### src/design/wvae_pkg.sv
package wvae_pkg;

  localparam int HISTORY_DEPTH_DEF = 5;

  localparam int DATA_W = 32;
  localparam int RATE_W = 10;
  localparam logic [RATE_W-1:0] RATE_RESET = 10'd50;

  localparam int MAG_W     = 44;
  localparam int DIV_BITS  = 4;
  localparam int DIV_STEPS = MAG_W / DIV_BITS;
  localparam int STEP_W    = $clog2(DIV_STEPS);

  typedef enum logic [1:0] {
    CH_POS_S = 2'b00,
    CH_POS_D = 2'b01,
    CH_VEL_S = 2'b10,
    CH_VEL_D = 2'b11
  } chan_t;

  typedef struct packed {
    logic  load_pos;
    logic  sub;
    logic  mul;
    logic  div;
    logic  fin;
    logic  vpush;
    logic  load_out;
    chan_t chan;
  } cmd_t;

  typedef struct packed {
    logic pos_ok;
    logic vel_ok;
  } status_t;

endpackage

### src/design/wvae_ctrl.sv
module wvae_ctrl (
  input  logic              clk,
  input  logic              rst,
  input  logic              in_valid,
  output logic              in_ready,
  output logic              out_valid,
  input  logic              out_ready,
  input  wvae_pkg::status_t status,
  output wvae_pkg::cmd_t    cmd
);
  import wvae_pkg::*;

  typedef enum logic [6:0] {
    ST_IDLE  = 7'b0000001,
    ST_SUB   = 7'b0000010,
    ST_MUL   = 7'b0000100,
    ST_DIV   = 7'b0001000,
    ST_FIN   = 7'b0010000,
    ST_VPUSH = 7'b0100000,
    ST_DONE  = 7'b1000000
  } state_t;

  state_t              state, state_next;
  chan_t               chan, chan_next;
  logic [STEP_W-1:0]   step, step_next;

  assign in_ready = (state == ST_IDLE);

  always_comb begin
    state_next = state;
    chan_next  = chan;
    step_next  = step;
    cmd        = '0;
    cmd.chan   = chan;
    case (state)
      ST_IDLE: begin
        if (in_valid) begin
          cmd.load_pos = 1'b1;
          chan_next    = CH_POS_S;
          state_next   = ST_SUB;
        end
      end
      ST_SUB: begin
        if ((chan inside {CH_POS_S, CH_POS_D} && !status.pos_ok) ||
            (chan inside {CH_VEL_S, CH_VEL_D} && !status.vel_ok)) begin
          state_next = ST_DONE;
        end else begin
          cmd.sub    = 1'b1;
          state_next = ST_MUL;
        end
      end
      ST_MUL: begin
        cmd.mul    = 1'b1;
        step_next  = '0;
        state_next = ST_DIV;
      end
      ST_DIV: begin
        cmd.div = 1'b1;
        if (step == STEP_W'(DIV_STEPS - 1)) begin
          state_next = ST_FIN;
        end else begin
          step_next = step + 1'b1;
        end
      end
      ST_FIN: begin
        cmd.fin = 1'b1;
        case (chan)
          CH_POS_S: begin
            chan_next  = CH_POS_D;
            state_next = ST_SUB;
          end
          CH_POS_D: state_next = ST_VPUSH;
          CH_VEL_S: begin
            chan_next  = CH_VEL_D;
            state_next = ST_SUB;
          end
          default: state_next = ST_DONE;
        endcase
      end
      ST_VPUSH: begin
        cmd.vpush  = 1'b1;
        chan_next  = CH_VEL_S;
        state_next = ST_SUB;
      end
      ST_DONE: begin
        if (!out_valid || out_ready) begin
          cmd.load_out = 1'b1;
          state_next   = ST_IDLE;
        end
      end
      default: state_next = ST_IDLE;
    endcase
  end

  always_ff @(posedge clk) begin
    if (rst) begin
      state     <= ST_IDLE;
      chan      <= CH_POS_S;
      step      <= '0;
      out_valid <= 1'b0;
    end else begin
      state <= state_next;
      chan  <= chan_next;
      step  <= step_next;
      if (cmd.load_out) begin
        out_valid <= 1'b1;
      end else if (out_ready) begin
        out_valid <= 1'b0;
      end
    end
  end

  a_load_out_free: assert property (@(posedge clk) disable iff (rst)
    cmd.load_out |-> (!out_valid || out_ready))
    else $error("result overwritten before transfer");

  a_accept_start: assert property (@(posedge clk) disable iff (rst)
    (in_valid && in_ready) |=> (state == ST_SUB && chan == CH_POS_S))
    else $error("item did not start on longitudinal position");

  a_div_start: assert property (@(posedge clk) disable iff (rst)
    (state == ST_MUL) |=> (state == ST_DIV && step == '0))
    else $error("division did not start at first digit");

  a_vel_push: assert property (@(posedge clk) disable iff (rst)
    (state == ST_FIN && chan == CH_POS_D) |=> (state == ST_VPUSH))
    else $error("velocity not pushed after both axes");

endmodule

### src/design/wvae_dp.sv
module wvae_dp #(
  parameter int HISTORY_DEPTH = wvae_pkg::HISTORY_DEPTH_DEF
) (
  input  logic                                clk,
  input  logic                                rst,
  input  logic                                cfg_we,
  input  logic [wvae_pkg::RATE_W-1:0]         cfg_data,
  input  logic signed [wvae_pkg::DATA_W-1:0]  pos_s,
  input  logic signed [wvae_pkg::DATA_W-1:0]  pos_d,
  input  wvae_pkg::cmd_t                      cmd,
  output wvae_pkg::status_t                   status,
  output logic signed [wvae_pkg::DATA_W-1:0]  vel_s,
  output logic signed [wvae_pkg::DATA_W-1:0]  vel_d,
  output logic signed [wvae_pkg::DATA_W-1:0]  acc_s,
  output logic signed [wvae_pkg::DATA_W-1:0]  acc_d,
  output logic                                vel_valid,
  output logic                                acc_valid
);
  import wvae_pkg::*;

  localparam int IW  = $clog2(HISTORY_DEPTH);
  localparam int FW  = $clog2(HISTORY_DEPTH + 1);
  localparam int DVW = $clog2(HISTORY_DEPTH);
  localparam logic [MAG_W-1:0]  POS_LIM = MAG_W'(64'h7FFF_FFFF);
  localparam logic [MAG_W-1:0]  NEG_LIM = MAG_W'(64'h8000_0000);
  localparam logic [DATA_W-1:0] SAT_MAX = {1'b0, {(DATA_W-1){1'b1}}};
  localparam logic [DATA_W-1:0] SAT_MIN = {1'b1, {(DATA_W-1){1'b0}}};

  logic [RATE_W-1:0]         rate;
  logic [FW-1:0]             pos_fill, vel_fill;
  logic                      pos_full, vel_full;
  logic [DATA_W-1:0]         pos_win [2][HISTORY_DEPTH];
  logic [DATA_W-1:0]         vel_win [2][HISTORY_DEPTH];
  logic [DATA_W-1:0]         in_pos  [2];
  logic [DATA_W-1:0]         cur_new [2][2];
  logic [DATA_W-1:0]         cur_old [2][2];
  logic [DATA_W-1:0]         res     [2][2];
  logic [DATA_W-1:0]         sel_new, sel_old;
  logic [FW-1:0]             sel_fill;
  logic [DATA_W:0]           diff;
  logic [DATA_W:0]           abs_diff;
  logic [DATA_W+RATE_W:0]    prod;
  logic                      neg;
  logic [MAG_W-1:0]          quo, quo_next;
  logic [DVW-1:0]            rem, rem_next, dvs;
  logic [DATA_W-1:0]         sat_val;

  assign in_pos[0] = pos_s;
  assign in_pos[1] = pos_d;
  assign pos_full  = (pos_fill == FW'(HISTORY_DEPTH));
  assign vel_full  = (vel_fill == FW'(HISTORY_DEPTH));
  assign status.pos_ok = (pos_fill > FW'(1));
  assign status.vel_ok = (vel_fill > FW'(1));

  assign sel_new  = cur_new[cmd.chan[1]][cmd.chan[0]];
  assign sel_old  = cur_old[cmd.chan[1]][cmd.chan[0]];
  assign sel_fill = cmd.chan[1] ? vel_fill : pos_fill;
  assign abs_diff = diff[DATA_W] ? (~diff + 1'b1) : diff;
  assign prod     = abs_diff * rate;

  always_comb begin
    logic [DVW:0]     t;
    logic [MAG_W-1:0] q;
    logic [DVW-1:0]   r;
    q = quo;
    r = rem;
    for (int k = 0; k < DIV_BITS; k++) begin
      t = {r, q[MAG_W-1]};
      q = {q[MAG_W-2:0], 1'b0};
      if (t >= {1'b0, dvs}) begin
        t    = t - {1'b0, dvs};
        q[0] = 1'b1;
      end
      r = t[DVW-1:0];
    end
    quo_next = q;
    rem_next = r;
  end

  always_comb begin
    if (neg) begin
      sat_val = (quo > NEG_LIM) ? SAT_MIN : (~quo[DATA_W-1:0] + 1'b1);
    end else begin
      sat_val = (quo > POS_LIM) ? SAT_MAX : quo[DATA_W-1:0];
    end
  end

  always_ff @(posedge clk) begin
    if (rst) begin
      rate     <= RATE_RESET;
      pos_fill <= '0;
      vel_fill <= '0;
    end else begin
      if (cfg_we) begin
        rate <= cfg_data;
      end
      if (cmd.load_pos && !pos_full) begin
        pos_fill <= pos_fill + FW'(1);
      end
      if (cmd.vpush && !vel_full) begin
        vel_fill <= vel_fill + FW'(1);
      end
    end
  end

  always_ff @(posedge clk) begin
    if (cmd.load_pos) begin
      for (int a = 0; a < 2; a++) begin
        if (pos_full) begin
          for (int i = 0; i < HISTORY_DEPTH - 1; i++) begin
            pos_win[a][i] <= pos_win[a][i+1];
          end
          pos_win[a][HISTORY_DEPTH-1] <= in_pos[a];
        end else begin
          pos_win[a][pos_fill[IW-1:0]] <= in_pos[a];
        end
        cur_new[0][a] <= in_pos[a];
        cur_old[0][a] <= pos_full ? pos_win[a][1] : pos_win[a][0];
      end
    end
    if (cmd.vpush) begin
      for (int a = 0; a < 2; a++) begin
        if (vel_full) begin
          for (int i = 0; i < HISTORY_DEPTH - 1; i++) begin
            vel_win[a][i] <= vel_win[a][i+1];
          end
          vel_win[a][HISTORY_DEPTH-1] <= res[0][a];
        end else begin
          vel_win[a][vel_fill[IW-1:0]] <= res[0][a];
        end
        cur_new[1][a] <= res[0][a];
        cur_old[1][a] <= vel_full ? vel_win[a][1] : vel_win[a][0];
      end
    end
    if (cmd.sub) begin
      diff <= {sel_new[DATA_W-1], sel_new} - {sel_old[DATA_W-1], sel_old};
      dvs  <= DVW'(sel_fill - FW'(1));
    end
    if (cmd.mul) begin
      quo <= MAG_W'(prod);
      rem <= '0;
      neg <= diff[DATA_W];
    end
    if (cmd.div) begin
      quo <= quo_next;
      rem <= rem_next;
    end
    if (cmd.fin) begin
      res[cmd.chan[1]][cmd.chan[0]] <= sat_val;
    end
    if (cmd.load_out) begin
      vel_s     <= status.pos_ok ? res[0][0] : '0;
      vel_d     <= status.pos_ok ? res[0][1] : '0;
      acc_s     <= status.vel_ok ? res[1][0] : '0;
      acc_d     <= status.vel_ok ? res[1][1] : '0;
      vel_valid <= status.pos_ok;
      acc_valid <= status.vel_ok;
    end
  end

endmodule

### src/design/windowed_velocity_accel_estimator.sv
// The result carries no estimate while the position window holds one sample, both
// velocities once it holds two, and both accelerations too once the velocity window
// holds two. No new item is accepted until the result is loaded; up to four serial
// divisions of 11 radix-16 steps each run one after another through the one divider.
// Reset: synchronous, active high; clears both window fill counts and the result
// valid flag, and sets the rate register to 50. Window contents are not cleared.
module windowed_velocity_accel_estimator #(
  parameter int HISTORY_DEPTH = wvae_pkg::HISTORY_DEPTH_DEF
) (
  input  logic                                clk,
  input  logic                                rst,
  input  logic                                cfg_valid,
  output logic                                cfg_ready,
  input  logic [wvae_pkg::RATE_W-1:0]         cfg_data,
  input  logic                                in_valid,
  output logic                                in_ready,
  input  logic signed [wvae_pkg::DATA_W-1:0]  pos_s,
  input  logic signed [wvae_pkg::DATA_W-1:0]  pos_d,
  output logic                                out_valid,
  input  logic                                out_ready,
  output logic signed [wvae_pkg::DATA_W-1:0]  vel_s,
  output logic signed [wvae_pkg::DATA_W-1:0]  vel_d,
  output logic signed [wvae_pkg::DATA_W-1:0]  acc_s,
  output logic signed [wvae_pkg::DATA_W-1:0]  acc_d,
  output logic                                vel_valid,
  output logic                                acc_valid
);
  import wvae_pkg::*;

  cmd_t    cmd;
  status_t status;
  logic    cfg_we;

  assign cfg_ready = 1'b1;
  assign cfg_we    = cfg_valid & cfg_ready;

  wvae_ctrl u_ctrl (
    .clk       (clk),
    .rst       (rst),
    .in_valid  (in_valid),
    .in_ready  (in_ready),
    .out_valid (out_valid),
    .out_ready (out_ready),
    .status    (status),
    .cmd       (cmd)
  );

  wvae_dp #(
    .HISTORY_DEPTH (HISTORY_DEPTH)
  ) u_dp (
    .clk       (clk),
    .rst       (rst),
    .cfg_we    (cfg_we),
    .cfg_data  (cfg_data),
    .pos_s     (pos_s),
    .pos_d     (pos_d),
    .cmd       (cmd),
    .status    (status),
    .vel_s     (vel_s),
    .vel_d     (vel_d),
    .acc_s     (acc_s),
    .acc_d     (acc_d),
    .vel_valid (vel_valid),
    .acc_valid (acc_valid)
  );

endmodule

### config.mk
export PLATFORM = sky130hd
export DESIGN_NAME = windowed_velocity_accel_estimator
export DESIGN_NICKNAME = d
export VERILOG_FILES = /design/src/design/wvae_pkg.sv /design/src/design/wvae_ctrl.sv /design/src/design/wvae_dp.sv /design/src/design/windowed_velocity_accel_estimator.sv
export SDC_FILE = /design/constraint.sdc
export NUM_CORES = 2
export LEC_CHECK = 0
export ABC_CLOCK_PERIOD_IN_PS = 8500
export BUFFER_PORTS_ARGS = -buffer_cell sky130_fd_sc_hd__buf_4
export CAP_MARGIN = 15
export CORE_MARGIN = 4
export CORE_UTILIZATION = 57
export DETAILED_ROUTE_END_ITERATION = 8
export GPL_TIMING_DRIVEN = 0
export PLACE_DENSITY = 0.75
export RECOVER_POWER = 100
export SLEW_MARGIN = 10
export SYNTH_ARGS = -nofsm -noshare
export SYNTH_HDL_FRONTEND = slang
export SYNTH_SLANG_ARGS = --single-unit
### constraint.sdc
create_clock -name clk -period 8.5 [get_ports clk]
set_clock_uncertainty 0.1 [all_clocks]
set_input_delay 1.7 -clock clk [delete_from_list [all_inputs] [get_ports clk]]
set_output_delay 1.7 -clock clk [all_outputs]
set_load 0.05 [all_outputs]
==> summary.txt <==
Critical path
  – Largest driver fanout on the critical path: 6
  – Kind of critical path: reg2reg
  – Register-to-register setup slack: 0.09 ns
  – Nature of the critical path endpoint: flip-flop
  – Data arrival, critical path: 8.81 ns
  – Required time of the worst setup path: 8.90 ns
  – Element type at the critical path start: flip-flop

Detailed routing
  – Post-Route WL: 160 mm
  – 1st-iter DRT viols: 3467
  – Remaining number of nets flagged by the antenna check after routing: 0
  – Mean number of vias per cell: 5.99
  – Routed wirelength normalized by instance count: 25.8 um
  – Pre-antenna DRT Iters: 7
  – DRC violations left: 0
  – Vias after detailed routing: 37.2k

Cells and area
  – Area growth syn-to-layout: 12.0%
  – Share of cells above drive strength 1: 20.1%
  – Final design area excluding fillers: 70600 um2
  – Net count, final: 5094

Run status
  – Violations in the final reports: capacitance limit, slew limit
  – Status: finished, violations left

Clock network
  – TritonCTS clock tree: done
  – Clock slew at reported path FFs: 0.06 ns
  – Clock latency of the later-clocked register in the worst-skew pair: 0.76 ns
  – Maximum buffer depth of the clock tree: 3
  – Cts bufs inserted: 131
  – CTS Hold Buffers Added: 0
  – Clock sinks: 1269
  – Library cell used as clock root buffer: clkbuf_16
  – H-tree depth: 4

Synth
  – Top-area cell type share of the netlist area: 58.9%
  – Synth cell types: 70
  – Total of flip-flops plus latches after synthesis: 1269
  – Number of warnings reported in the yosys synthesis log: 0
  – Post-synthesis sequential area ratio: 59.9%
  – Number of enable flip-flop cells after synthesis: 1238
  – Mapped cell area: 63100 um2
  – Post-synthesis async set-or-reset flop share: 0%
  – Post-synth net total: 4686
  – Cell accounting for the most synthesized area: edfxtp_1
  – Most frequent cells after synthesis: edfxtp_1 (1238), mux2_2 (643), and2_1 (313)
  – Most used standard cell by instance count after synthesis: edfxtp_1
  – Mean area per synthesized cell: 14.9 um2
  – Syn Inst Count: 4225
  – Main synth FF type: edfxtp_1
  – Largest cells by area after synthesis: edfxtp_1 (59%), mux2_2 (11%), fa_1 (8.0%)

Timing
  – F_max: 119 MHz
  – Max-slew headroom at the worst pin: -188%
  – Count of pins over their slew limit: 866
  – Min Tclk post-route: 8.41 ns
  – Final count of negative-setup-slack endpoints: 0
  – Worst hold margin: 0.415 ns
  – Period utilisation layout: 99.0%
  – Worst-case setup margin in the final layout: 0.0891 ns
  – Final Hold Viols: 0
  – Actual transition at the worst max-transition pin: 4.31 ns

Power
  – Logic pwr share: 21.2%
  – Worst supply voltage drop on vdd: 0.000212 V
  – Total power divided by cell area: 228 nW/um2
  – Clk pwr share: 34.3%
  – Internal power: 11.5 mW
  – Static leakage: 25.2 nW
  – Sw power: 4.60 mW
  – Proportion of power drawn by flip-flops and latches: 44.5%
  – Power after layout: 16.1 mW
  – Switching fraction of total power: 28.5%

Floorplan
  – Total Die Area: 116000 um2
  – FP Rows: 121
  – Starting density of the core: 57.7%
  – Width of the chip: 341 um
  – Number of top-level pins: 212
  – Overall die height: 341 um
  – Core area: 109000 um2

Job
  – Max-cap violations: 31

Placed design
  – Placement-stage worst setup slack: -0.541 ns
  – Number of port buffers: 210
  – Post-DP HPWL: 118 mm
  – Instance area after placement: 67500 um2
  – Global placer's final weighted congestion: 0.913

GRT
  – Pin count of the biggest net entering global routing: 82
  – Overall routing resource usage: 27.6%
  – Global-route wire length before repair: 238 mm
  – Number of antenna violations at the first check in global routing: 16
  – GR Overflow Total: 0
  – Vias in the first global route: 37.7k

Worst hold path
  – Classification of the worst-slack hold path: reg2reg
[state kept, by name (all words and copies together), names as in the netlist, 7 cells and up, named ones only]
name          count
u_dp.rate        10
u_dp.vel_s       32
u_ctrl.state      7
u_dp.diff        33
u_dp.cur_new    128
u_dp.pos_win    320
u_dp.acc_d       32
u_dp.vel_win    320
u_dp.quo         44
u_dp.res        128
u_dp.vel_d       32
u_dp.acc_s       32
u_dp.cur_old    128
[cells by family (layout without fill, tap and decap cells)]
group / count (synthesis) / in the layout / synth area share [%]
other cells: 1 / 7 / 0.00594
compound gates: 377 / 377 / 3.92
fa+ha+maj: 382 / 382 / 10.6
mux: 722 / 722 / 14.0
xor+xnor: 107 / 107 / 1.49
simple gates: 881 / 881 / 7.21
buf+inv: 486 / 990 / 2.90
flops: 1269 / 1269 / 59.9
[critical path: stages, from the launching register on]
cell      delay (ns)
edfxtp_1        0.52
or4_4           0.57
or3_4           0.35
or3_4           0.35
or3_4           0.36
or3_4           0.42
o41ai_4         0.40
xnor2_2         0.25
buf_4           0.20
nand2_1         0.07
fa_1            0.54
inv_1           0.06
fa_1            0.46
fa_1            0.50
fa_1            0.55
inv_1           0.06
fa_1            0.57
inv_2           0.06
ha_4            0.24
a21o_1          0.19
a211oi_2        0.23
nand2_1         0.10
a21oi_2         0.15
a211oi_2        0.07
and4b_1         0.26
or3_1           0.35
nand3_1         0.12
nand2_1         0.07
[metal layers]
metal / GRT usage, % / vias to the layer above / share of wire (%)
met2: 47.9 / 1496 / 51
li1: - / 16226 / -
met5: 0 / - / 0
met1: 34.9 / 19099 / 38
met3: 4.70 / 364 / 7.1
met4: 10.9 / 0 / 4.3
[power by group through the flow]
stage	clock network, mW	registers [mW]	logic [mW]
after floorplan	0	7.28	2.28
after global placement	0	7.33	3.23
after detailed placement	0	7.31	3.29
after CTS	5.61	7.18	3.32
after global routing	5.89	7.19	3.75
final	5.54	7.19	3.42
[metrics by stage]
| step | cells | util [%] | setup TNS, ns |
|---|---|---|---|
| after floorplan | 4225 | - | 0 |
| after global placement | 5911 | 60.8 | -633.04 |
| after detailed placement | 5958 | 61.8 | -7.13 |
| after CTS | 6188 | 65.6 | -0.0117 |
| after global routing | 6207 | 64.6 | -0.0266 |
| final | 6211 | 64.6 | 0 |
[layout by cell type (no fill, tap or decap), drive strengths merged, types with 13 or more instances in the layout]
cell / synthesis / final
nor2: 112 / 112
dfxtp: 31 / 31
o21bai: 15 / 15
o311ai: 30 / 30
xnor2: 73 / 73
a21oi: 100 / 100
nand3: 22 / 22
buf: 19 / 49
xor2: 34 / 34
mux2i: 15 / 15
nand2b: 22 / 22
mux2: 643 / 643
nor2b: 20 / 20
clkinv: 0 / 58
a21o: 40 / 40
edfxtp: 1238 / 1238
or3: 25 / 25
o31ai: 16 / 16
and2: 313 / 313
inv: 308 / 314
mux4: 64 / 64
o21ai: 82 / 82
a31oi: 17 / 17
fa: 251 / 251
clkbuf: 159 / 561
nand2: 275 / 275
nor3: 34 / 34
ha: 131 / 131
nor4: 13 / 13
[what timing repair did]
action | CTS | global route
pin swaps | 2 | 19
endpoints found under the hold margin | 0 | 0
gates resized for setup | 11 | 56
setup buffers | 2 | 13
endpoints found under the setup margin | 22 | 19
gates cloned | 0 | 0
[area by class of cell]
class | count | area, um2
buffer | 176 | 664
sequential | 1269 | 37800
fill | 8012 | 38700
inverter | 308 | 1160
clock buffer | 157 | 3440
multi-input combinational | 2470 | 23900
clock inverter | 72 | 653
antenna | 6 | 15.0
tap | 1476 | 1850
timing repair buffer | 277 | 1170
[path summary, 6_finish.rpt]
path / endpoint / start / depth (start not counted)
worst max-delay path: u_dp.quo[35]$_DFFE_PP_ / u_dp.diff[12]$_DFFE_PP_ / 27
worst min-delay path: u_dp.acc_d[9]$_SDFFCE_PN0P_ / u_dp.res[1][9]$_DFFE_PP_ / 1
worst max register to register: u_dp.quo[35]$_DFFE_PP_ / u_dp.diff[12]$_DFFE_PP_ / 27
worst min register to register: u_dp.acc_d[9]$_SDFFCE_PN0P_ / u_dp.res[1][9]$_DFFE_PP_ / 1
Power figures use the tool's default switching activity.
